**src/design/frt_pkg.sv**
```systemverilog
// ============================================================================
// frt_pkg - fragment reassembly tracker shared definitions
// Field widths, default parameter values, phase and event codes, beat types.
// ============================================================================
package frt_pkg;

    // default parameter values
    localparam int unsigned DEF_MAX_MESSAGE_LEN = 512;
    localparam int unsigned DEF_SLOTS           = 4;

    // channels per slot, fixed
    localparam int unsigned CHANNELS = 4;
    localparam int unsigned CHAN_W   = 2;

    // beat field widths
    localparam int unsigned SLOT_W   = 3;
    localparam int unsigned BYTE_W   = 8;
    localparam int unsigned OFFSET_W = 9;
    localparam int unsigned EVENT_W  = 3;
    localparam int unsigned MLEN_W   = 10;
    localparam int unsigned HLEN_W   = 16;
    localparam int unsigned SEQ_W    = 8;

    // packet phase codes
    localparam logic [2:0] PH_IDLE     = 3'd0;
    localparam logic [2:0] PH_EXT13    = 3'd1;
    localparam logic [2:0] PH_EXT16_HI = 3'd2;
    localparam logic [2:0] PH_EXT16_LO = 3'd3;
    localparam logic [2:0] PH_BODY     = 3'd4;
    localparam logic [2:0] PH_DROP     = 3'd5;

    // header type field of a start byte
    localparam logic [1:0] HDR_GENERAL = 2'd0;
    localparam logic [1:0] HDR_EXT13   = 2'd1;
    localparam logic [1:0] HDR_EXT16   = 2'd2;

    // event codes
    localparam logic [EVENT_W-1:0] EV_NONE     = 3'd0;
    localparam logic [EVENT_W-1:0] EV_DONE     = 3'd1;
    localparam logic [EVENT_W-1:0] EV_RESERVED = 3'd2;
    localparam logic [EVENT_W-1:0] EV_LARGE    = 3'd3;
    localparam logic [EVENT_W-1:0] EV_CUT      = 3'd4;
    localparam logic [EVENT_W-1:0] EV_ORPHAN   = 3'd5;
    localparam logic [EVENT_W-1:0] EV_SEQ      = 3'd6;
    localparam logic [EVENT_W-1:0] EV_IGNORED  = 3'd7;

    typedef struct packed {
        logic [SLOT_W-1:0] slot_index;
        logic [CHAN_W-1:0] channel;
        logic [BYTE_W-1:0] packet_byte;
        logic              packet_start;
        logic              packet_end;
    } item_t;

    typedef struct packed {
        logic [SLOT_W-1:0]   out_slot;
        logic [CHAN_W-1:0]   out_channel;
        logic                payload_valid;
        logic [BYTE_W-1:0]   payload_byte;
        logic [OFFSET_W-1:0] payload_offset;
        logic [EVENT_W-1:0]  event_res;
        logic [MLEN_W-1:0]   message_length;
    } result_t;

    // per-stream status flags
    typedef struct packed {
        logic             active;
        logic [SEQ_W-1:0] seq;
    } stream_flags_t;

endpackage

```
**src/design/frt_ifs.sv**
```systemverilog
// ============================================================================
// frt_ifs - beat channels of the fragment reassembly tracker
// Input packet-byte channel and output result channel, valid/ready.
// ============================================================================
interface frt_pkt_if;
    logic                        valid;
    logic                        ready;
    logic [frt_pkg::SLOT_W-1:0]  slot_index;
    logic [frt_pkg::CHAN_W-1:0]  channel;
    logic [frt_pkg::BYTE_W-1:0]  packet_byte;
    logic                        packet_start;
    logic                        packet_end;

    modport source (output valid, slot_index, channel, packet_byte, packet_start,
                    packet_end, input ready);
    modport sink   (input valid, slot_index, channel, packet_byte, packet_start,
                    packet_end, output ready);
endinterface

interface frt_res_if;
    logic                          valid;
    logic                          ready;
    logic [frt_pkg::SLOT_W-1:0]    out_slot;
    logic [frt_pkg::CHAN_W-1:0]    out_channel;
    logic                          payload_valid;
    logic [frt_pkg::BYTE_W-1:0]    payload_byte;
    logic [frt_pkg::OFFSET_W-1:0]  payload_offset;
    logic [frt_pkg::EVENT_W-1:0]   event_res;
    logic [frt_pkg::MLEN_W-1:0]    message_length;

    modport source (output valid, out_slot, out_channel, payload_valid, payload_byte,
                    payload_offset, event_res, message_length, input ready);
    modport sink   (input valid, out_slot, out_channel, payload_valid, payload_byte,
                    payload_offset, event_res, message_length, output ready);
endinterface

```
**src/design/fragment_reassembly_tracker.sv**
```systemverilog
// ============================================================================
// fragment_reassembly_tracker - length-prefixed fragment reassembly
// Reassembles notification packets per slot/channel stream, one byte a beat.
// ============================================================================
// The block takes one packet byte per beat on pkt and gives exactly one
// result beat on res for every input beat, in order. Throughput is one beat
// per clock while res is not stalled: the byte sits in an input register,
// one pass of decode logic reads the per-stream state (flip-flops, one
// stream per slot/channel pair), and the result is written into the output
// register in the same cycle that the stream state and packet phase are
// updated, so the next byte already sees them. A result beat passes the
// input register and then the output register. A stalled res holds the
// result register; the input register still takes one more beat, after
// which pkt.ready drops until res drains. Stream state and packet phase
// reset at once with rst_n; no clearing pass is needed.
// ============================================================================
module fragment_reassembly_tracker #(
    parameter int unsigned MAX_MESSAGE_LEN = frt_pkg::DEF_MAX_MESSAGE_LEN,
    parameter int unsigned SLOTS           = frt_pkg::DEF_SLOTS
) (
    input logic       clk,
    input logic       rst_n,
    frt_pkt_if.sink   pkt,
    frt_res_if.source res
);
    import frt_pkg::*;

    localparam int unsigned STREAMS = SLOTS * CHANNELS;
    localparam int unsigned IDX_W   = $clog2(STREAMS);
    localparam int unsigned LEN_W   = $clog2(MAX_MESSAGE_LEN + 1);

    // input register
    logic    item_valid_reg, item_valid_next;
    item_t   item_reg;

    // result register
    logic    res_valid_reg, res_valid_next;
    result_t res_reg;
    result_t result;

    logic    out_free;
    logic    fire;
    logic    pkt_take;

    // stream table port
    logic [IDX_W-1:0] idx;
    logic [LEN_W-1:0] rd_len, rd_count, wr_len, wr_count;
    stream_flags_t    rd_flags, wr_flags;
    logic             wr_en;

    // a result slot is free when empty or being drained this cycle
    assign out_free  = !res_valid_reg || res.ready;
    assign fire      = item_valid_reg && out_free;
    assign pkt.ready = !item_valid_reg || fire;
    assign pkt_take  = pkt.valid && pkt.ready;

    always_comb
    begin
        item_valid_next = item_valid_reg;
        if (pkt_take)
        begin
            item_valid_next = 1'b1;
        end
        else if (fire)
        begin
            item_valid_next = 1'b0;
        end

        res_valid_next = res_valid_reg;
        if (fire)
        begin
            res_valid_next = 1'b1;
        end
        else if (res.ready)
        begin
            res_valid_next = 1'b0;
        end
    end

    always_ff @(posedge clk or negedge rst_n)
    begin
        if (!rst_n)
        begin
            item_valid_reg <= 1'b0;
            res_valid_reg  <= 1'b0;
        end
        else
        begin
            item_valid_reg <= item_valid_next;
            res_valid_reg  <= res_valid_next;
        end
    end

    // payload registers
    always_ff @(posedge clk)
    begin
        if (pkt_take)
        begin
            item_reg.slot_index   <= pkt.slot_index;
            item_reg.channel      <= pkt.channel;
            item_reg.packet_byte  <= pkt.packet_byte;
            item_reg.packet_start <= pkt.packet_start;
            item_reg.packet_end   <= pkt.packet_end;
        end
        if (fire)
        begin
            res_reg <= result;
        end
    end

    frt_decoder #(
        .MAX_MESSAGE_LEN (MAX_MESSAGE_LEN),
        .SLOTS           (SLOTS),
        .LEN_W           (LEN_W),
        .IDX_W           (IDX_W)
    ) u_decoder (
        .clk      (clk),
        .rst_n    (rst_n),
        .fire     (fire),
        .item     (item_reg),
        .result   (result),
        .idx      (idx),
        .rd_len   (rd_len),
        .rd_count (rd_count),
        .rd_flags (rd_flags),
        .wr_en    (wr_en),
        .wr_len   (wr_len),
        .wr_count (wr_count),
        .wr_flags (wr_flags)
    );

    frt_stream_table #(
        .STREAMS (STREAMS),
        .LEN_W   (LEN_W),
        .IDX_W   (IDX_W)
    ) u_stream_table (
        .clk      (clk),
        .rst_n    (rst_n),
        .idx      (idx),
        .rd_len   (rd_len),
        .rd_count (rd_count),
        .rd_flags (rd_flags),
        .wr_en    (wr_en),
        .wr_len   (wr_len),
        .wr_count (wr_count),
        .wr_flags (wr_flags)
    );

    // result channel
    assign res.valid          = res_valid_reg;
    assign res.out_slot       = res_reg.out_slot;
    assign res.out_channel    = res_reg.out_channel;
    assign res.payload_valid  = res_reg.payload_valid;
    assign res.payload_byte   = res_reg.payload_byte;
    assign res.payload_offset = res_reg.payload_offset;
    assign res.event_res      = res_reg.event_res;
    assign res.message_length = res_reg.message_length;

endmodule

```
**src/design/frt_stream_table.sv**
```systemverilog
// ============================================================================
// frt_stream_table - per-stream reassembly state
// Expected length, received count, active flag and sequence per stream.
// ============================================================================
module frt_stream_table #(
    parameter int unsigned STREAMS = 16,
    parameter int unsigned LEN_W   = 10,
    parameter int unsigned IDX_W   = 4
) (
    input  logic                   clk,
    input  logic                   rst_n,
    input  logic [IDX_W-1:0]       idx,
    output logic [LEN_W-1:0]       rd_len,
    output logic [LEN_W-1:0]       rd_count,
    output frt_pkg::stream_flags_t rd_flags,
    input  logic                   wr_en,
    input  logic [LEN_W-1:0]       wr_len,
    input  logic [LEN_W-1:0]       wr_count,
    input  frt_pkg::stream_flags_t wr_flags
);
    import frt_pkg::*;

    logic [LEN_W-1:0] len_reg   [STREAMS];
    logic [LEN_W-1:0] count_reg [STREAMS];
    stream_flags_t    flags_reg [STREAMS];

    assign rd_len   = len_reg[idx];
    assign rd_count = count_reg[idx];
    assign rd_flags = flags_reg[idx];

    always_ff @(posedge clk or negedge rst_n)
    begin
        if (!rst_n)
        begin
            for (int i = 0; i < STREAMS; i++)
            begin
                len_reg[i]   <= '0;
                count_reg[i] <= '0;
                flags_reg[i] <= '0;
            end
        end
        else if (wr_en)
        begin
            len_reg[idx]   <= wr_len;
            count_reg[idx] <= wr_count;
            flags_reg[idx] <= wr_flags;
        end
    end

endmodule

```
**src/design/frt_decoder.sv**
```systemverilog
// ============================================================================
// frt_decoder - packet header and body decode
// Tracks packet phase, parses headers, checks sequence, builds the result.
// ============================================================================
module frt_decoder #(
    parameter int unsigned MAX_MESSAGE_LEN = 512,
    parameter int unsigned SLOTS           = 4,
    parameter int unsigned LEN_W           = 10,
    parameter int unsigned IDX_W           = 4
) (
    input  logic                   clk,
    input  logic                   rst_n,
    input  logic                   fire,
    input  frt_pkg::item_t         item,
    output frt_pkg::result_t       result,
    output logic [IDX_W-1:0]       idx,
    input  logic [LEN_W-1:0]       rd_len,
    input  logic [LEN_W-1:0]       rd_count,
    input  frt_pkg::stream_flags_t rd_flags,
    output logic                   wr_en,
    output logic [LEN_W-1:0]       wr_len,
    output logic [LEN_W-1:0]       wr_count,
    output frt_pkg::stream_flags_t wr_flags
);
    import frt_pkg::*;

    logic [2:0]        phase_reg, phase_next;
    logic [BYTE_W-1:0] len_hi_reg, len_hi_next;

    logic              slot_ok;
    logic              we;
    logic              hdr_take;
    logic [HLEN_W-1:0] hdr_len;
    logic [HLEN_W-1:0] cnt_ext;
    logic [HLEN_W-1:0] len_ext;
    logic [LEN_W-1:0]  cnt_inc;
    logic [SLOT_W+CHAN_W-1:0] stream_full;

    assign slot_ok     = ({1'b0, item.slot_index} < 4'(SLOTS));
    assign stream_full = {item.slot_index, item.channel};
    assign idx         = slot_ok ? stream_full[IDX_W-1:0] : '0;
    assign cnt_ext     = HLEN_W'(rd_count);
    assign len_ext     = HLEN_W'(rd_len);
    assign cnt_inc     = rd_count + 1'b1;
    assign wr_en       = fire && we;

    always_comb
    begin
        result             = '0;
        result.out_slot    = item.slot_index;
        result.out_channel = item.channel;
        phase_next         = phase_reg;
        len_hi_next        = len_hi_reg;
        we                 = 1'b0;
        wr_len             = rd_len;
        wr_count           = rd_count;
        wr_flags           = rd_flags;
        hdr_take           = 1'b0;
        hdr_len            = '0;

        if (!slot_ok)
        begin
            result.event_res = EV_IGNORED;
            phase_next       = PH_DROP;
        end
        else
        begin
            if (item.packet_start)
            begin
                if (item.packet_byte[7])
                begin
                    // continuation packet
                    if (!rd_flags.active)
                    begin
                        result.event_res = EV_ORPHAN;
                        phase_next       = PH_DROP;
                    end
                    else if ({1'b0, item.packet_byte[6:0]} != rd_flags.seq)
                    begin
                        we               = 1'b1;
                        wr_flags.active  = 1'b0;
                        result.event_res = EV_SEQ;
                        phase_next       = PH_DROP;
                    end
                    else
                    begin
                        we           = 1'b1;
                        wr_flags.seq = rd_flags.seq + 1'b1;
                        phase_next   = PH_BODY;
                    end
                end
                else
                begin
                    case (item.packet_byte[6:5])
                        HDR_GENERAL:
                        begin
                            hdr_take = 1'b1;
                            hdr_len  = HLEN_W'(item.packet_byte[4:0]);
                        end
                        HDR_EXT13:
                        begin
                            len_hi_next = {3'd0, item.packet_byte[4:0]};
                            phase_next  = PH_EXT13;
                        end
                        HDR_EXT16:
                        begin
                            phase_next = PH_EXT16_HI;
                        end
                        default:
                        begin
                            result.event_res = EV_RESERVED;
                            phase_next       = PH_DROP;
                        end
                    endcase
                end
            end
            else
            begin
                case (phase_reg)
                    PH_EXT13, PH_EXT16_LO:
                    begin
                        hdr_take = 1'b1;
                        hdr_len  = {len_hi_reg, item.packet_byte};
                    end
                    PH_EXT16_HI:
                    begin
                        len_hi_next = item.packet_byte;
                        phase_next  = PH_EXT16_LO;
                    end
                    PH_BODY:
                    begin
                        if (rd_flags.active && (rd_count < rd_len))
                        begin
                            we                    = 1'b1;
                            wr_count              = cnt_inc;
                            result.payload_valid  = 1'b1;
                            result.payload_byte   = item.packet_byte;
                            result.payload_offset = cnt_ext[OFFSET_W-1:0];
                            if (cnt_inc >= rd_len)
                            begin
                                wr_flags.active       = 1'b0;
                                result.event_res      = EV_DONE;
                                result.message_length = len_ext[MLEN_W-1:0];
                            end
                        end
                    end
                    default:
                    begin
                    end
                endcase
            end

            // complete start header
            if (hdr_take)
            begin
                if (hdr_len > HLEN_W'(MAX_MESSAGE_LEN))
                begin
                    result.event_res = EV_LARGE;
                    phase_next       = PH_DROP;
                end
                else
                begin
                    we              = 1'b1;
                    wr_len          = hdr_len[LEN_W-1:0];
                    wr_count        = '0;
                    wr_flags.active = (hdr_len != '0);
                    wr_flags.seq    = '0;
                    if (hdr_len == '0)
                    begin
                        result.event_res = EV_DONE;
                    end
                    phase_next = PH_BODY;
                end
            end

            if (item.packet_end && (phase_next == PH_EXT13 || phase_next == PH_EXT16_HI ||
                                    phase_next == PH_EXT16_LO))
            begin
                result.event_res = EV_CUT;
            end
        end

        if (item.packet_end)
        begin
            phase_next = PH_IDLE;
        end
    end

    always_ff @(posedge clk or negedge rst_n)
    begin
        if (!rst_n)
        begin
            phase_reg  <= PH_IDLE;
            len_hi_reg <= '0;
        end
        else if (fire)
        begin
            phase_reg  <= phase_next;
            len_hi_reg <= len_hi_next;
        end
    end

endmodule

```
**src/flat_wrapper.sv**
```systemverilog
// flat-port wrapper written by rule: the top's interface ports become plain ports
module fragment_reassembly_tracker_flat import frt_pkg::*;
#(
    parameter int unsigned MAX_MESSAGE_LEN = frt_pkg::DEF_MAX_MESSAGE_LEN,
    parameter int unsigned SLOTS           = frt_pkg::DEF_SLOTS
)
  (clk, rst_n, pkt_valid, pkt_slot_index, pkt_channel, pkt_packet_byte, pkt_packet_start, pkt_packet_end, pkt_ready, res_valid, res_out_slot, res_out_channel, res_payload_valid, res_payload_byte, res_payload_offset, res_event_res, res_message_length, res_ready);
  frt_pkt_if pkt_i ();
  frt_res_if res_i ();
  input logic clk;
  input logic rst_n;
  input wire logic [$bits(pkt_i.valid)-1:0] pkt_valid;
  input wire logic [$bits(pkt_i.slot_index)-1:0] pkt_slot_index;
  input wire logic [$bits(pkt_i.channel)-1:0] pkt_channel;
  input wire logic [$bits(pkt_i.packet_byte)-1:0] pkt_packet_byte;
  input wire logic [$bits(pkt_i.packet_start)-1:0] pkt_packet_start;
  input wire logic [$bits(pkt_i.packet_end)-1:0] pkt_packet_end;
  output wire logic [$bits(pkt_i.ready)-1:0] pkt_ready;
  output wire logic [$bits(res_i.valid)-1:0] res_valid;
  output wire logic [$bits(res_i.out_slot)-1:0] res_out_slot;
  output wire logic [$bits(res_i.out_channel)-1:0] res_out_channel;
  output wire logic [$bits(res_i.payload_valid)-1:0] res_payload_valid;
  output wire logic [$bits(res_i.payload_byte)-1:0] res_payload_byte;
  output wire logic [$bits(res_i.payload_offset)-1:0] res_payload_offset;
  output wire logic [$bits(res_i.event_res)-1:0] res_event_res;
  output wire logic [$bits(res_i.message_length)-1:0] res_message_length;
  input wire logic [$bits(res_i.ready)-1:0] res_ready;
  assign pkt_i.valid = pkt_valid;
  assign pkt_i.slot_index = pkt_slot_index;
  assign pkt_i.channel = pkt_channel;
  assign pkt_i.packet_byte = pkt_packet_byte;
  assign pkt_i.packet_start = pkt_packet_start;
  assign pkt_i.packet_end = pkt_packet_end;
  assign pkt_ready = pkt_i.ready;
  assign res_valid = res_i.valid;
  assign res_out_slot = res_i.out_slot;
  assign res_out_channel = res_i.out_channel;
  assign res_payload_valid = res_i.payload_valid;
  assign res_payload_byte = res_i.payload_byte;
  assign res_payload_offset = res_i.payload_offset;
  assign res_event_res = res_i.event_res;
  assign res_message_length = res_i.message_length;
  assign res_i.ready = res_ready;
  fragment_reassembly_tracker #(.MAX_MESSAGE_LEN(MAX_MESSAGE_LEN), .SLOTS(SLOTS)) u_core (.clk(clk), .rst_n(rst_n), .pkt(pkt_i), .res(res_i));
endmodule
```
**config.mk**
```make
export PLATFORM = sky130hd
export DESIGN_NAME = fragment_reassembly_tracker_flat
export DESIGN_NICKNAME = d
export VERILOG_FILES = /design/src/design/frt_pkg.sv /design/src/design/frt_ifs.sv /design/src/design/fragment_reassembly_tracker.sv /design/src/design/frt_stream_table.sv /design/src/design/frt_decoder.sv /design/src/flat_wrapper.sv
export SDC_FILE = /design/constraint.sdc
export NUM_CORES = 1
export LEC_CHECK = 0
export ABC_AREA = 1
export ABC_CLOCK_PERIOD_IN_PS = 5680
export BUFFER_PORTS_ARGS = -buffer_cell sky130_fd_sc_hd__buf_2
export CORE_AREA = 8 8 214 216
export CTS_CLUSTER_SIZE = 24
export DETAILED_ROUTE_END_ITERATION = 6
export DIE_AREA = 0 0 222 224
export PLACE_DENSITY = 0.76
export SLEW_MARGIN = 10
export SYNTH_ARGS = -nofsm -noshare
export SYNTH_HDL_FRONTEND = slang
export SYNTH_SLANG_ARGS = --single-unit
```
**constraint.sdc**
```tcl
create_clock -name clk -period 5.68 [get_ports clk]
set_clock_uncertainty 0.15 [all_clocks]
set_input_delay 0.568 -clock clk [delete_from_list [all_inputs] [get_ports clk]]
set_output_delay 0.568 -clock clk [all_outputs]
set_load 0.01 [all_outputs]
```
# Word level (Yosys, flattened, before mapping)
# Cells that the tools add are included.
# op_classes
addsub	2
n_lt_le_gt_ge	6
n_eq_ne	12
mux	87
bitwise_logic	5
n_reduce_logical	25
# ops
op	n
bitwise mux 160 bit	2
bitwise mux 144 bit	1
two-way mux 10 bit	14
binary-select mux 10 bit (select 4 bit)	2
two-way mux 9 bit	8
two-way mux 16 bit	3
two-way mux 8 bit	6
two-way mux 3 bit	14
demux 10 bit (select 4 bit)	1
binary-select mux 9 bit (select 4 bit)	1
demux 9 bit (select 4 bit)	1
two-way mux 31 bit	1
two-way mux 1 bit	25
> comparator 16 x 10 -> 1 bit (second input constant)	1
zero test 16 bit	1
nonzero test 16 bit	1
two-way mux 13 bit	1
== test 3 x 2 -> 1 bit (second input constant)	4
two-way mux 11 bit	1
adder 10 x 1 -> 10 bit (second input constant)	1
greater-or-equal comparator 10 bit	1
< comparator 10 bit	1
two-way mux 5 bit	2
case mux 3 bit (3 select lines)	1
24 further kinds	43
# word_totals
regBits	528
inputBits	19
out_inout_bits	38
elab_cells	218

# Depth between registers and ports, before layout
# Gate-level depths: netlist of run 1.
# depth
ltp_word	18
mapped_depth	31

# Hierarchy
# Synthesis of run 1 repeated with hierarchy kept, for this count alone.
# unflattened
cells_unflattened	3479
area_unflattened_um2	25977.4
# by_module_without_submodules
module	instances	cells_each	area_each_um2	seq_area_each_um2
frt_stream_table	1	2971	21834.7	11611.1
frt_decoder	1	445	2516.2	275.3
fragment_reassembly_tracker	1	63	1626.6	1581.5

# Least setup slack after synthesis of run 1
# No wires, ideal clock.
# synth_timing
path_type	reg2reg
start	register u_core.item_reg[14] (netlist bit)
end	register u_core.u_stream_table.count_reg[63] (netlist bit)
arrival_time_ns	3.793
required_time_ns	5.398
slack_ns	1.605
path_stages_with_launch	32
path_buffers	6
period_less_slack_ns	4.075
cell_sequence	edfxtp_1 -> buf_6 -> inv_4 -> nand2_4 -> nor2_4 -> inv_4 -> buf_6 -> buf_4 -> buf_6 -> o22ai_1 -> o21ai_0 -> nand2_1 -> inv_1 -> o2111ai_1 -> inv_1 -> ha_1 -> a21oi_1 -> o21ai_0 -> a21oi_1 -> o21ai_0 -> a21oi_2 -> nand3_4 -> nand2_1 -> nand2_2 -> inv_4 -> nand2_2 -> nor2_1 -> inv_2 -> buf_4 -> buf_6 -> nand2_1 -> o21ai_1
# synth_between
elab_chain_cells	15
# synth_rtl
item	line_no	text
start, declared	fragment_reassembly_tracker.sv:34	item_t item_reg;
< comparator 3 bit (*)	frt_decoder.sv:39	assign slot_ok = ({1'b0, item.slot_index} < 4'(SLOTS));
two-way mux 4 bit	frt_decoder.sv:41	assign idx = slot_ok ? stream_full[IDX_W-1:0] : '0;
NOT 4 -> 5 bit (not written as such)	-	
binary-select mux 10 bit (select 4 bit) (on tied branches)	frt_stream_table.sv:28, frt_stream_table.sv:27	
two-way mux 10 bit (on tied branches) (2 in series)	frt_stream_table.sv:28, frt_stream_table.sv:27	
< comparator 10 bit	frt_decoder.sv:132	if (rd_flags.active && (rd_count < rd_len))
logical AND 1 bit	frt_decoder.sv:132	
two-way mux 10 bit / two-way mux 1 bit (equally long branches)	frt_decoder.sv:132	
two-way mux 10 bit / two-way mux 1 bit (equally long branches)	frt_decoder.sv:119	case (phase_reg)
two-way mux 10 bit / two-way mux 1 bit (equally long branches)	frt_decoder.sv:68	if (item.packet_start)
two-way mux 10 bit / two-way mux 1 bit (equally long branches)	frt_decoder.sv:156	if (hdr_len > HLEN_W'(MAX_MESSAGE_LEN))
two-way mux 10 bit / two-way mux 1 bit (equally long branches)	frt_decoder.sv:154	if (hdr_take)
two-way mux 10 bit / two-way mux 1 bit (equally long branches)	frt_decoder.sv:61	if (!slot_ok)
bitwise mux 160 bit / logical AND 1 bit (equally long branches)	frt_stream_table.sv:45, frt_decoder.sv:45	
end signal, assigned by index	frt_stream_table.sv:45	count_reg[idx] <= wr_count;
end, declared	frt_stream_table.sv:24	logic [LEN_W-1:0] count_reg [STREAMS];
# Mark *: on every way between the ends. The rest lies on a longest branch, timed or not. The select of a mux whose other input is x is not followed.
# A chain may end at the register's enable or synchronous reset.

# Worst setup path after layout of run 1
# layout_timing
start	register u_core.item_reg[14] (netlist bit)
end	register u_core.u_stream_table.count_reg[134] (netlist bit)
# layout_between
elab_chain_cells	15
# layout_rtl
item	line_no	text
< comparator 3 bit (*)	frt_decoder.sv:39	
two-way mux 4 bit (*)	frt_decoder.sv:41	
NOT 4 -> 5 bit (not written as such) (*)	frt_stream_table.sv:28	assign rd_count = count_reg[idx];
binary-select mux 10 bit (select 4 bit) (*)	frt_stream_table.sv:28	
two-way mux 10 bit (not written as such) (*) (2 in series)	frt_stream_table.sv:28	
via u_core.rd_count[7]	fragment_reassembly_tracker.sv:47	logic [LEN_W-1:0] rd_len, rd_count, wr_len, wr_count;
< comparator 10 bit (*)	frt_decoder.sv:132	
logical AND 1 bit (*)	frt_decoder.sv:132	
two-way mux 10 bit / two-way mux 1 bit (equally long branches)	frt_decoder.sv:132	
two-way mux 10 bit / two-way mux 1 bit (equally long branches)	frt_decoder.sv:119	
two-way mux 10 bit / two-way mux 1 bit (equally long branches)	frt_decoder.sv:68	
two-way mux 10 bit / two-way mux 1 bit (equally long branches)	frt_decoder.sv:156	
two-way mux 10 bit / two-way mux 1 bit (equally long branches)	frt_decoder.sv:154	
two-way mux 10 bit / two-way mux 1 bit (equally long branches)	frt_decoder.sv:61	
bitwise mux 160 bit / logical AND 1 bit (equally long branches)	frt_stream_table.sv:45, frt_decoder.sv:45	
# The timed path passes the listed nets; every way through them passes the cells marked *. The select of a mux whose other input is x is not followed.

==> impl_metrics.prom, run 1 <==
# TYPE chip_impl_metric gauge
chip_impl_metric{name="gp_congestion",unit=""} 0.949
chip_impl_metric{name="worst_slack",unit="ps"} 222
chip_impl_metric{name="peakVddDrop",unit="uV"} 250
chip_impl_metric{name="critical_path_required",unit="ps"} 5990
chip_impl_metric{name="worstSkewPairLatency",unit="ps"} 630
chip_impl_metric{name="timing.critical_path.fanout_max",unit=""} 23
chip_impl_metric{name="power_density",unit="nW/um^2"} 348
chip_impl_info{name="cp_top_family",value="compound AO/OA/AOI/OAI gates"} 1
chip_impl_metric{name="drive_gt1_share",unit="%"} 10.9
chip_impl_info{name="root_buffer",value="sky130_fd_sc_hd__clkbuf_16"} 1
chip_impl_metric{name="r2r_slack",unit="ps"} 220
chip_impl_metric{name="groute.usage.overall",unit="%"} 31.4
chip_impl_metric{name="critical_path_arrival",unit="ps"} 5770
chip_impl_info{name="cell_repeated_most_along_the_worst_path",value="sky130_fd_sc_hd__o21ai_0"} 1
chip_impl_metric{name="htree_levels",unit=""} 2
chip_impl_metric{name="synth_enable_flop_cells",unit=""} 51
chip_impl_metric{name="synth.yosys.seq_area_share",unit="%"} 53.9
chip_impl_metric{name="detailroute.via_count",unit=""} 22300
chip_impl_metric{name="synthArstFlopShare",unit="%"} 90.3
chip_impl_info{name="cts_tree",value="yes"} 1
chip_impl_info{name="timing.hold.worst.class",value="in2reg"} 1
chip_impl_metric{name="boundaryPins",unit=""} 57
chip_impl_metric{name="post_synth_mux_area_share",unit="%"} 0
chip_impl_metric{name="timing.max_slew.rel_slack",unit="%"} 25.1
chip_impl_metric{name="cp_num_buf_inv",unit=""} 4
chip_impl_metric{name="cp_slowest_stage_delay",unit="ps"} 780
chip_impl_metric{name="yosys_warnings",unit=""} 0
chip_impl_info{name="synth_top_family_by_area",value="simple AND/OR/NAND/NOR gates"} 1
chip_impl_metric{name="die_area",unit="sq um"} 49700
chip_impl_metric{name="avgViaCountPerCell",unit=""} 6.29
chip_impl_metric{name="wire_length_of_the_first_global_routing_pass",unit="microns"} 123000
chip_impl_metric{name="pin_count_of_the_biggest_net_entering_global_routing",unit=""} 149
chip_impl_metric{name="postRouteAntennaNets",unit=""} 0
chip_impl_metric{name="max_freq",unit="MHz"} 183
chip_impl_metric{name="ys_types",unit=""} 54
chip_impl_metric{name="number_of_cells_produced_by_synthesis",unit=""} 2963
chip_impl_metric{name="area.growth.synth_to_final",unit="%"} 9.91
chip_impl_metric{name="post_place_setup_slack",unit="ps"} 326
chip_impl_metric{name="io_buffer_count",unit=""} 56
chip_impl_metric{name="timing.final.crit_period",unit="ps"} 5460
chip_impl_metric{name="ys_ff_latch",unit=""} 528
chip_impl_metric{name="syn_avg_cell_area",unit="sq um"} 8.44
chip_impl_metric{name="hold_viol",unit=""} 0
chip_impl_info{name="cp_slowest_cell",value="sky130_fd_sc_hd__o21ai_2"} 1
chip_impl_metric{name="number_of_buffers_inserted_during_clock_tree_synthesis",unit=""} 55
chip_impl_metric{name="grt_overflow",unit=""} 0
chip_impl_metric{name="clk_pin_slew",unit="ps"} 60
chip_impl_metric{name="drt_iter0_drc",unit=""} 3509
chip_impl_info{name="startpoint_type",value="register"} 1
chip_impl_metric{name="timing.max_cap.violations",unit=""} 0
chip_impl_metric{name="die_y",unit="microns"} 224
chip_impl_info{name="violations",value="design-rule violations"} 1
chip_impl_info{name="kind_of_capture_point_of_the_worst_setup_path",value="register"} 1
chip_impl_metric{name="antenna-diode-count",unit=""} 0
chip_impl_metric{name="numClockSinks",unit=""} 528
chip_impl_info{name="setup.worst_path.class",value="reg2reg"} 1
chip_impl_metric{name="die-width",unit="microns"} 222
chip_impl_metric{name="number_of_pins_with_negative_max_slew_slack_in_the_final_report",unit=""} 0
chip_impl_metric{name="first_global_vias",unit=""} 21100
chip_impl_metric{name="core_region_area",unit="sq um"} 42500
chip_impl_metric{name="avgRoutedWirePerCell",unit="microns"} 22.3
chip_impl_info{name="postSynth.topFlopCell",value="sky130_fd_sc_hd__dfrtp_1"} 1
chip_impl_metric{name="drc",unit=""} 2
chip_impl_metric{name="post-route-period-util",unit="%"} 96.1
chip_impl_metric{name="setup_violations",unit=""} 0
chip_impl_metric{name="post_synth_xor_area_fraction",unit="%"} 0.215
chip_impl_metric{name="routed_wl",unit="microns"} 79100
chip_impl_metric{name="syn-cell-area",unit="sq um"} 25000
chip_impl_metric{name="power_leakage",unit="nW"} 13.4
chip_impl_metric{name="grt_antenna_before_repair",unit=""} 0
chip_impl_metric{name="placementRows",unit=""} 76
chip_impl_metric{name="starting_utilization_of_the_core_area",unit="%"} 58.8
chip_impl_metric{name="total_power",unit="W"} 0.00955
chip_impl_metric{name="drt_first_pass_iters",unit=""} 7
chip_impl_metric{name="post-dp-hpwl",unit="microns"} 48600
chip_impl_metric{name="syn_nets",unit=""} 3004
chip_impl_metric{name="synth_adder_area_share",unit="%"} 1.10
chip_impl_metric{name="cts_max_path_buffers",unit=""} 3
chip_impl_metric{name="synth_area_in_compound_gates",unit="%"} 13.3
chip_impl_info{name="cell_chain_critical_path",value="inv_4, nand2_2, nand2_4, buf_4, o22ai_1, o21ai_0, nand3_1, nor2_2, ha_1, a21o_1, inv_1, o21ai_0, a21oi_1, o21ai_0, a21oi_2, nand3_4, nor2_8, inv_2, o21ai_2, o21ai_0"} 1
chip_impl_metric{name="layout_net_count",unit=""} 2992
chip_impl_metric{name="worst_slew_pin_slew",unit="ps"} 1120
chip_impl_metric{name="simple_gate_area_share_of_the_yosys_netlist",unit="%"} 25.1
chip_impl_info{name="status",value="finished, violations left"} 1
where the power goes:
group | switching (W) | leakage, nW | internal [W]
logic | 0.00109 | 5.37 | 0.000401
registers | 0.000141 | 7.07 | 0.00407
clock network | 0.00157 | 0.951 | 0.00228
cell usage after synthesis (2+ instances only):
master,n,area share [%]
sky130_fd_sc_hd__nand3_1,178,3.6
sky130_fd_sc_hd__edfxtp_1,51,6.1
sky130_fd_sc_hd__nor2_2,21,0.53
sky130_fd_sc_hd__o211ai_1,10,0.30
sky130_fd_sc_hd__o21ai_2,10,0.35
sky130_fd_sc_hd__nand2_2,12,0.30
sky130_fd_sc_hd__o211ai_2,3,0.15
sky130_fd_sc_hd__o221ai_1,4,0.14
sky130_fd_sc_hd__inv_4,3,0.075
sky130_fd_sc_hd__xor2_1,2,0.070
sky130_fd_sc_hd__a21oi_1,30,0.60
sky130_fd_sc_hd__nand2_1,1112,17
sky130_fd_sc_hd__nand4_1,34,0.85
sky130_fd_sc_hd__a221oi_1,4,0.14
sky130_fd_sc_hd__o31ai_1,3,0.090
sky130_fd_sc_hd__ha_1,22,1.1
sky130_fd_sc_hd__a211oi_1,2,0.060
sky130_fd_sc_hd__o22a_1,2,0.070
sky130_fd_sc_hd__o21ai_0,173,3.5
sky130_fd_sc_hd__o22ai_1,95,2.4
sky130_fd_sc_hd__dfrtp_1,477,48
sky130_fd_sc_hd__a22oi_1,33,0.99
sky130_fd_sc_hd__or2_2,5,0.13
sky130_fd_sc_hd__buf_6,18,0.81
sky130_fd_sc_hd__nor3_1,11,0.22
sky130_fd_sc_hd__o2111ai_1,4,0.14
sky130_fd_sc_hd__nor2_8,3,0.24
sky130_fd_sc_hd__o21ai_1,202,4.0
sky130_fd_sc_hd__nand3_2,2,0.080
sky130_fd_sc_hd__nand3_4,2,0.14
sky130_fd_sc_hd__buf_4,39,1.2
sky130_fd_sc_hd__buf_2,78,1.6
sky130_fd_sc_hd__nor4_1,5,0.13
sky130_fd_sc_hd__buf_1,10,0.15
sky130_fd_sc_hd__a31oi_1,3,0.075
sky130_fd_sc_hd__nor2_4,9,0.41
sky130_fd_sc_hd__nor2_1,97,1.5
sky130_fd_sc_hd__clkbuf_1,53,0.80
sky130_fd_sc_hd__nand2_4,7,0.32
sky130_fd_sc_hd__inv_2,35,0.53
sky130_fd_sc_hd__inv_1,86,1.3
what timing repair did:
item | in CTS | in global routing
setup buffers | 0 | 0
endpoints found under the setup margin | 0 | 180
hold buffers | 16 | 0
resized for setup | 0 | 14
endpoints found under the hold margin | 125 | 0
logic make-up after synthesis:
kind of cell | after synthesis
AND/OR/NAND/NOR | 1500
AO/OA/AOI/OAI | 585
flip-flops | 528
buffers and inverters | 324
adder cells (fa/ha/maj) | 22
XOR/XNOR | 4
final timing paths:
path,endpoint,from,cells after the start
max in group asynchronous,u_core.u_stream_table.flags_reg[22],rst_n,3
max reg2reg,u_core.u_stream_table.count_reg[134],u_core.item_reg[14],20
min reg2reg,u_core.u_decoder.len_hi_reg[6],u_core.u_decoder.len_hi_reg[6],2
min,u_core.item_valid_reg,pkt_valid,3
max,u_core.u_stream_table.count_reg[134],u_core.item_reg[14],20
min in group asynchronous,u_core.u_stream_table.count_reg[152],rst_n,2
stage by stage:
step	area, sq um	hold WS (ps)	setup TNS (ps)	utilization, %	instances
floorplan	25000	122	0	-	2963
global placement	25300	287	0	59.6	3424
detailed placement	25300	310	0	59.6	3424
CTS	27500	2.56	0	64.6	3542
global route	27500	25.6	-1.39	64.6	3542
finish	27500	14.6	0	64.6	3542
area by class of cell:
type | instances | area [sq um]
inverter | 125 | 492
tap | 546 | 683
timing repair buffer | 130 | 948
clock buffer | 79 | 1630
clock inverter | 23 | 317
sequential | 528 | 13500
fill | 3429 | 15000
multi-input combinational | 2111 | 9940
layout by cell type, fill, tap and decap left out, types with 5 or more instances in the layout:
master / synthesis / final
sky130_fd_sc_hd__dlygate4sd3_1: 0 / 16
sky130_fd_sc_hd__nor2_1: 97 / 97
sky130_fd_sc_hd__o21ai_2: 10 / 10
sky130_fd_sc_hd__nand3_1: 178 / 177
sky130_fd_sc_hd__clkinv_2: 0 / 8
sky130_fd_sc_hd__o21ai_0: 173 / 172
sky130_fd_sc_hd__nor4_1: 5 / 5
sky130_fd_sc_hd__nand2_2: 12 / 15
sky130_fd_sc_hd__a21oi_1: 30 / 30
sky130_fd_sc_hd__inv_4: 3 / 9
sky130_fd_sc_hd__buf_12: 0 / 5
sky130_fd_sc_hd__o22ai_1: 95 / 95
sky130_fd_sc_hd__clkbuf_8: 0 / 12
sky130_fd_sc_hd__a22oi_1: 33 / 33
sky130_fd_sc_hd__nand2_1: 1112 / 1109
sky130_fd_sc_hd__edfxtp_1: 51 / 51
sky130_fd_sc_hd__clkbuf_1: 53 / 10
sky130_fd_sc_hd__clkbuf_16: 0 / 57
sky130_fd_sc_hd__dfrtp_1: 477 / 477
sky130_fd_sc_hd__inv_2: 35 / 29
sky130_fd_sc_hd__nor3_1: 11 / 11
sky130_fd_sc_hd__o211ai_1: 10 / 10
sky130_fd_sc_hd__inv_1: 86 / 86
sky130_fd_sc_hd__or2_2: 5 / 5
sky130_fd_sc_hd__buf_4: 39 / 53
sky130_fd_sc_hd__nor2_4: 9 / 9
sky130_fd_sc_hd__bufinv_16: 0 / 6
sky130_fd_sc_hd__o21ai_1: 202 / 203
sky130_fd_sc_hd__nor2_2: 21 / 21
sky130_fd_sc_hd__buf_2: 78 / 55
sky130_fd_sc_hd__nand2_4: 7 / 7
sky130_fd_sc_hd__ha_1: 22 / 22
sky130_fd_sc_hd__nand4_1: 34 / 34
per-layer routing:
metal | global-route usage [%] | up-vias | part of all wire [%] | routed length (microns)
met5 | 0 | - | 0 | 0
met4 | 13.7 | 0 | 4.2 | 3350
met3 | 7.94 | 248 | 12 | 9660
li1 | - | 9804 | - | -
met1 | 42.8 | 10800 | 40 | 31600
met2 | 47.5 | 1436 | 44 | 34500
worst reg2reg max path, cell delays in order (launching register included):
cell,delay [ps]
sky130_fd_sc_hd__edfxtp_1,450
sky130_fd_sc_hd__inv_4,190
sky130_fd_sc_hd__nand2_2,130
sky130_fd_sc_hd__nand2_4,310
sky130_fd_sc_hd__buf_4,380
sky130_fd_sc_hd__o22ai_1,130
sky130_fd_sc_hd__o21ai_0,360
sky130_fd_sc_hd__nand3_1,150
sky130_fd_sc_hd__nor2_2,360
sky130_fd_sc_hd__ha_1,360
sky130_fd_sc_hd__a21o_1,200
sky130_fd_sc_hd__inv_1,60
sky130_fd_sc_hd__o21ai_0,70
sky130_fd_sc_hd__a21oi_1,110
sky130_fd_sc_hd__o21ai_0,140
sky130_fd_sc_hd__a21oi_2,180
sky130_fd_sc_hd__nand3_4,160
sky130_fd_sc_hd__nor2_8,210
sky130_fd_sc_hd__inv_2,210
sky130_fd_sc_hd__o21ai_2,780
sky130_fd_sc_hd__o21ai_0,200
(Power assumes the default switching activity.)
==> inputs of run 2 (changes only) <==
Settings changed: CORE_AREA 8 8 214 216 to 8 8 227 229, DIE_AREA 0 0 222 224 to 0 0 235 237, PLACE_DENSITY 0.76 to 0.69.
==> run 2 against run 1 <==
Compared with the run above:
- the run now ends clean
- maximum frequency is 0.84% higher
- clock-buffer cell count is 10 higher
- cell count is 2.3% higher
- sequential power hardly changed
- combinational power hardly changed
- setup slack better by 46 ps
- critical path type unchanged
- wire length is 2.9% higher
- total power is 2.4% lower
- flip-flop and latch count stayed put
==> impl_metrics.prom, run 2 (synthesis results as in run 1) <==
# TYPE chip_impl_metric gauge
chip_impl_info{name="setup.worst_path.class",value="reg2reg"} 1
chip_impl_metric{name="number_of_buffers_inserted_during_clock_tree_synthesis",unit=""} 56
chip_impl_metric{name="first_global_vias",unit=""} 20800
chip_impl_metric{name="htree_levels",unit=""} 2
chip_impl_metric{name="timing.max_cap.violations",unit=""} 0
chip_impl_metric{name="timing.hold.worst_path_depth",unit=""} 4
chip_impl_metric{name="clock_power_share",unit="%"} 38.8
chip_impl_metric{name="die_y",unit="microns"} 237
chip_impl_info{name="timing.hold.worst.class",value="in2reg"} 1
chip_impl_metric{name="number_of_pins_with_negative_max_slew_slack_in_the_final_report",unit=""} 0
chip_impl_metric{name="groute.usage.overall",unit="%"} 28.7
chip_impl_metric{name="area.growth.synth_to_final",unit="%"} 10.2
chip_impl_info{name="cts_tree",value="yes"} 1
chip_impl_info{name="r2r-start",value="u_core.item_reg[10]"} 1
chip_impl_metric{name="avgRoutedWirePerCell",unit="microns"} 22.5
chip_impl_metric{name="critical_path_arrival",unit="ps"} 5750
chip_impl_metric{name="drt_first_pass_iters",unit=""} 6
chip_impl_metric{name="final-instance-count-excl-fill",unit=""} 3624
chip_impl_metric{name="power.net_switching",unit="W"} 0.00278
chip_impl_metric{name="pin_count_of_the_biggest_net_entering_global_routing",unit=""} 121
chip_impl_metric{name="boundaryPins",unit=""} 57
chip_impl_metric{name="antenna-diode-count",unit=""} 0
chip_impl_metric{name="drive_gt1_share",unit="%"} 11.0
chip_impl_metric{name="max_freq",unit="MHz"} 185
chip_impl_info{name="min-delay-start",value="res_ready"} 1
chip_impl_metric{name="timing.final.crit_period",unit="ps"} 5410
chip_impl_metric{name="post_place_setup_slack",unit="ps"} 41.8
chip_impl_metric{name="grt_antenna_before_repair",unit=""} 0
chip_impl_metric{name="nFillCells",unit=""} 4190
chip_impl_metric{name="worst_slack",unit="ps"} 267
chip_impl_metric{name="clk_pin_slew",unit="ps"} 60
chip_impl_metric{name="drt_iter0_drc",unit=""} 3005
chip_impl_metric{name="wire_length_of_the_first_global_routing_pass",unit="microns"} 126000
chip_impl_metric{name="placedInstanceArea",unit="sq um"} 25500
chip_impl_metric{name="starting_utilization_of_the_core_area",unit="%"} 51.9
chip_impl_metric{name="peakVddDrop",unit="uV"} 231
chip_impl_info{name="worstReg2RegEnd",value="u_core.u_stream_table.flags_reg[92]"} 1
chip_impl_metric{name="layout_net_count",unit=""} 3000
chip_impl_metric{name="post-cts-setup-buffers",unit=""} 0
chip_impl_metric{name="drc",unit=""} 0
chip_impl_metric{name="r2r_slack",unit="ps"} 270
chip_impl_metric{name="pwr-share-seq",unit="%"} 45.3
chip_impl_metric{name="placed_cells",unit=""} 3506
chip_impl_metric{name="hold_viol",unit=""} 0
chip_impl_metric{name="placementRows",unit=""} 81
chip_impl_metric{name="gp_congestion",unit=""} 0.922
chip_impl_metric{name="numClockSinks",unit=""} 528
chip_impl_metric{name="power_leakage",unit="nW"} 13.4
chip_impl_metric{name="timing.critical_path.fanout_max",unit=""} 53
chip_impl_metric{name="timing.max_slew.rel_slack",unit="%"} 33.3
chip_impl_info{name="holdPathEnd",value="u_core.res.valid"} 1
chip_impl_metric{name="combinational_cell_fraction_of_total_power",unit="%"} 16.0
chip_impl_metric{name="setup_violations",unit=""} 0
chip_impl_metric{name="post-dp-hpwl",unit="microns"} 49900
chip_impl_metric{name="critical_path_required",unit="ps"} 6010
chip_impl_metric{name="cellInternalPower",unit="W"} 0.00654
chip_impl_metric{name="detailroute.via_count",unit=""} 21900
chip_impl_metric{name="postRouteAntennaNets",unit=""} 0
chip_impl_metric{name="grt_overflow",unit=""} 0
chip_impl_info{name="top_library_cells_by_usage_in_the_layout_fill_and_taps_aside",value="sky130_fd_sc_hd__nand2_1, sky130_fd_sc_hd__dfrtp_1, sky130_fd_sc_hd__o21ai_1"} 1
chip_impl_metric{name="worst_slew_pin_slew",unit="ps"} 1000
chip_impl_metric{name="io_buffer_count",unit=""} 56
chip_impl_metric{name="total_power",unit="W"} 0.00932
chip_impl_metric{name="power_density",unit="nW/um^2"} 338
chip_impl_info{name="root_buffer",value="sky130_fd_sc_hd__clkbuf_16"} 1
chip_impl_metric{name="worstSkewPairLatency",unit="ps"} 630
chip_impl_metric{name="cts_max_path_buffers",unit=""} 3
chip_impl_metric{name="die_area",unit="sq um"} 55700
chip_impl_metric{name="routed_wl",unit="microns"} 81400
chip_impl_metric{name="core_region_area",unit="sq um"} 48100
chip_impl_metric{name="post-route-period-util",unit="%"} 95.3
chip_impl_info{name="kind_of_capture_point_of_the_worst_setup_path",value="register"} 1
chip_impl_info{name="status",value="complete, no violations"} 1
chip_impl_metric{name="final_util",unit="%"} 57.2
chip_impl_metric{name="avgViaCountPerCell",unit=""} 6.05
chip_impl_metric{name="reg2reg_depth",unit=""} 24
chip_impl_metric{name="power.share.switching",unit="%"} 29.8
chip_impl_info{name="mostFrequentLayoutCell",value="sky130_fd_sc_hd__nand2_1"} 1
chip_impl_info{name="startpoint_type",value="register"} 1
chip_impl_metric{name="stdcell_area",unit="sq um"} 27600
chip_impl_metric{name="die-width",unit="microns"} 235
[run 2: cell count changes in the layout (fill, tap and decap cells not counted), moves of 5 or more]
cell,before,now
sky130_fd_sc_hd__buf_4,53,58
sky130_fd_sc_hd__inv_2,29,21
sky130_fd_sc_hd__clkbuf_1,10,17
sky130_fd_sc_hd__inv_4,9,17
sky130_fd_sc_hd__bufinv_16,6,0
[run 2: critical path: stages (launching register included)]
cell,delay (ps)
sky130_fd_sc_hd__edfxtp_1,640
sky130_fd_sc_hd__nand2_4,230
sky130_fd_sc_hd__nor2_4,360
sky130_fd_sc_hd__inv_6,270
sky130_fd_sc_hd__o22ai_1,400
sky130_fd_sc_hd__o21ai_0,270
sky130_fd_sc_hd__nand2_1,140
sky130_fd_sc_hd__nor2_1,60
sky130_fd_sc_hd__inv_1,280
sky130_fd_sc_hd__ha_1,310
sky130_fd_sc_hd__nand2_1,80
sky130_fd_sc_hd__o21ai_0,110
sky130_fd_sc_hd__a21oi_1,140
sky130_fd_sc_hd__o21ai_0,110
sky130_fd_sc_hd__a21oi_2,190
sky130_fd_sc_hd__nand3_4,160
sky130_fd_sc_hd__nand2_1,130
sky130_fd_sc_hd__nand2_2,90
sky130_fd_sc_hd__inv_4,130
sky130_fd_sc_hd__nand2_2,90
sky130_fd_sc_hd__nor2_2,120
sky130_fd_sc_hd__inv_2,210
sky130_fd_sc_hd__buf_4,340
sky130_fd_sc_hd__nand2_1,110
sky130_fd_sc_hd__o21ai_1,70
[run 2: power groups by stage]
stage	clock (W)	sequential [W]	combinational [W]
4_1_cts	0.00364	0.00421	0.00145
3_5_place_dp	0	0.00428	0.00143
6_report	0.00361	0.00422	0.00149
3_3_place_gp	0	0.00427	0.00141
5_1_grt	0.00380	0.00424	0.00162
2_1_floorplan	0	0.00425	0.000928
[run 2: worst max path at each step]
stage / slack, ps / to / cells after the start / start
3_3_place_gp: 90 / u_core.u_stream_table.count_reg[31] / 19 / u_core.item_reg[10]
6_report: 270 / u_core.u_stream_table.flags_reg[92] / 24 / u_core.item_reg[10]
5_1_grt: -5 / u_core.u_stream_table.flags_reg[80] / 27 / u_core.item_reg[14]
2_1_floorplan: 1610 / u_core.u_stream_table.count_reg[63] / 31 / u_core.item_reg[14]
3_5_place_dp: 40 / u_core.u_stream_table.count_reg[141] / 19 / u_core.item_reg[10]
4_1_cts: 20 / u_core.u_stream_table.count_reg[141] / 19 / u_core.item_reg[10]
[run 2: metrics by stage]
stage	hold WS, ps	TNS, ps
floorplan	122	0
global placement	295	0
detailed placement	310	0
CTS	52.3	0
global route	98.9	-7.94
finish	89.3	0
[run 2: final cells by class]
class / instances / area (sq um) / area share [%]
well taps: 622 / 778 / 2.82
clock buffers: 89 / 1710 / 6.20
clock inverters: 12 / 93.8 / 0.341
flip-flops and latches: 528 / 13500 / 48.9
inverters: 125 / 518 / 1.88
multi-input cells: 2111 / 9970 / 36.2
repair buffers: 137 / 1020 / 3.69
[run 2: timing repair]
item                       CTS  global route
hold buffers                17             0
hold endpoints to repair   104             0
setup endpoints to repair    0           415
gates resized for setup      0            36
[run 2: metal layers]
metal / share of wire (%) / global-route usage [%] / routed length, microns / vias to the layer above
li1: - / - / - / 9801
met1: 41 / 39.4 / 33700 / 10600
met2: 43 / 42.6 / 34700 / 1318
met3: 11 / 6.51 / 8890 / 259
met4: 5.1 / 14.3 / 4130 / 0
met5: 0 / 0 / 0 / -
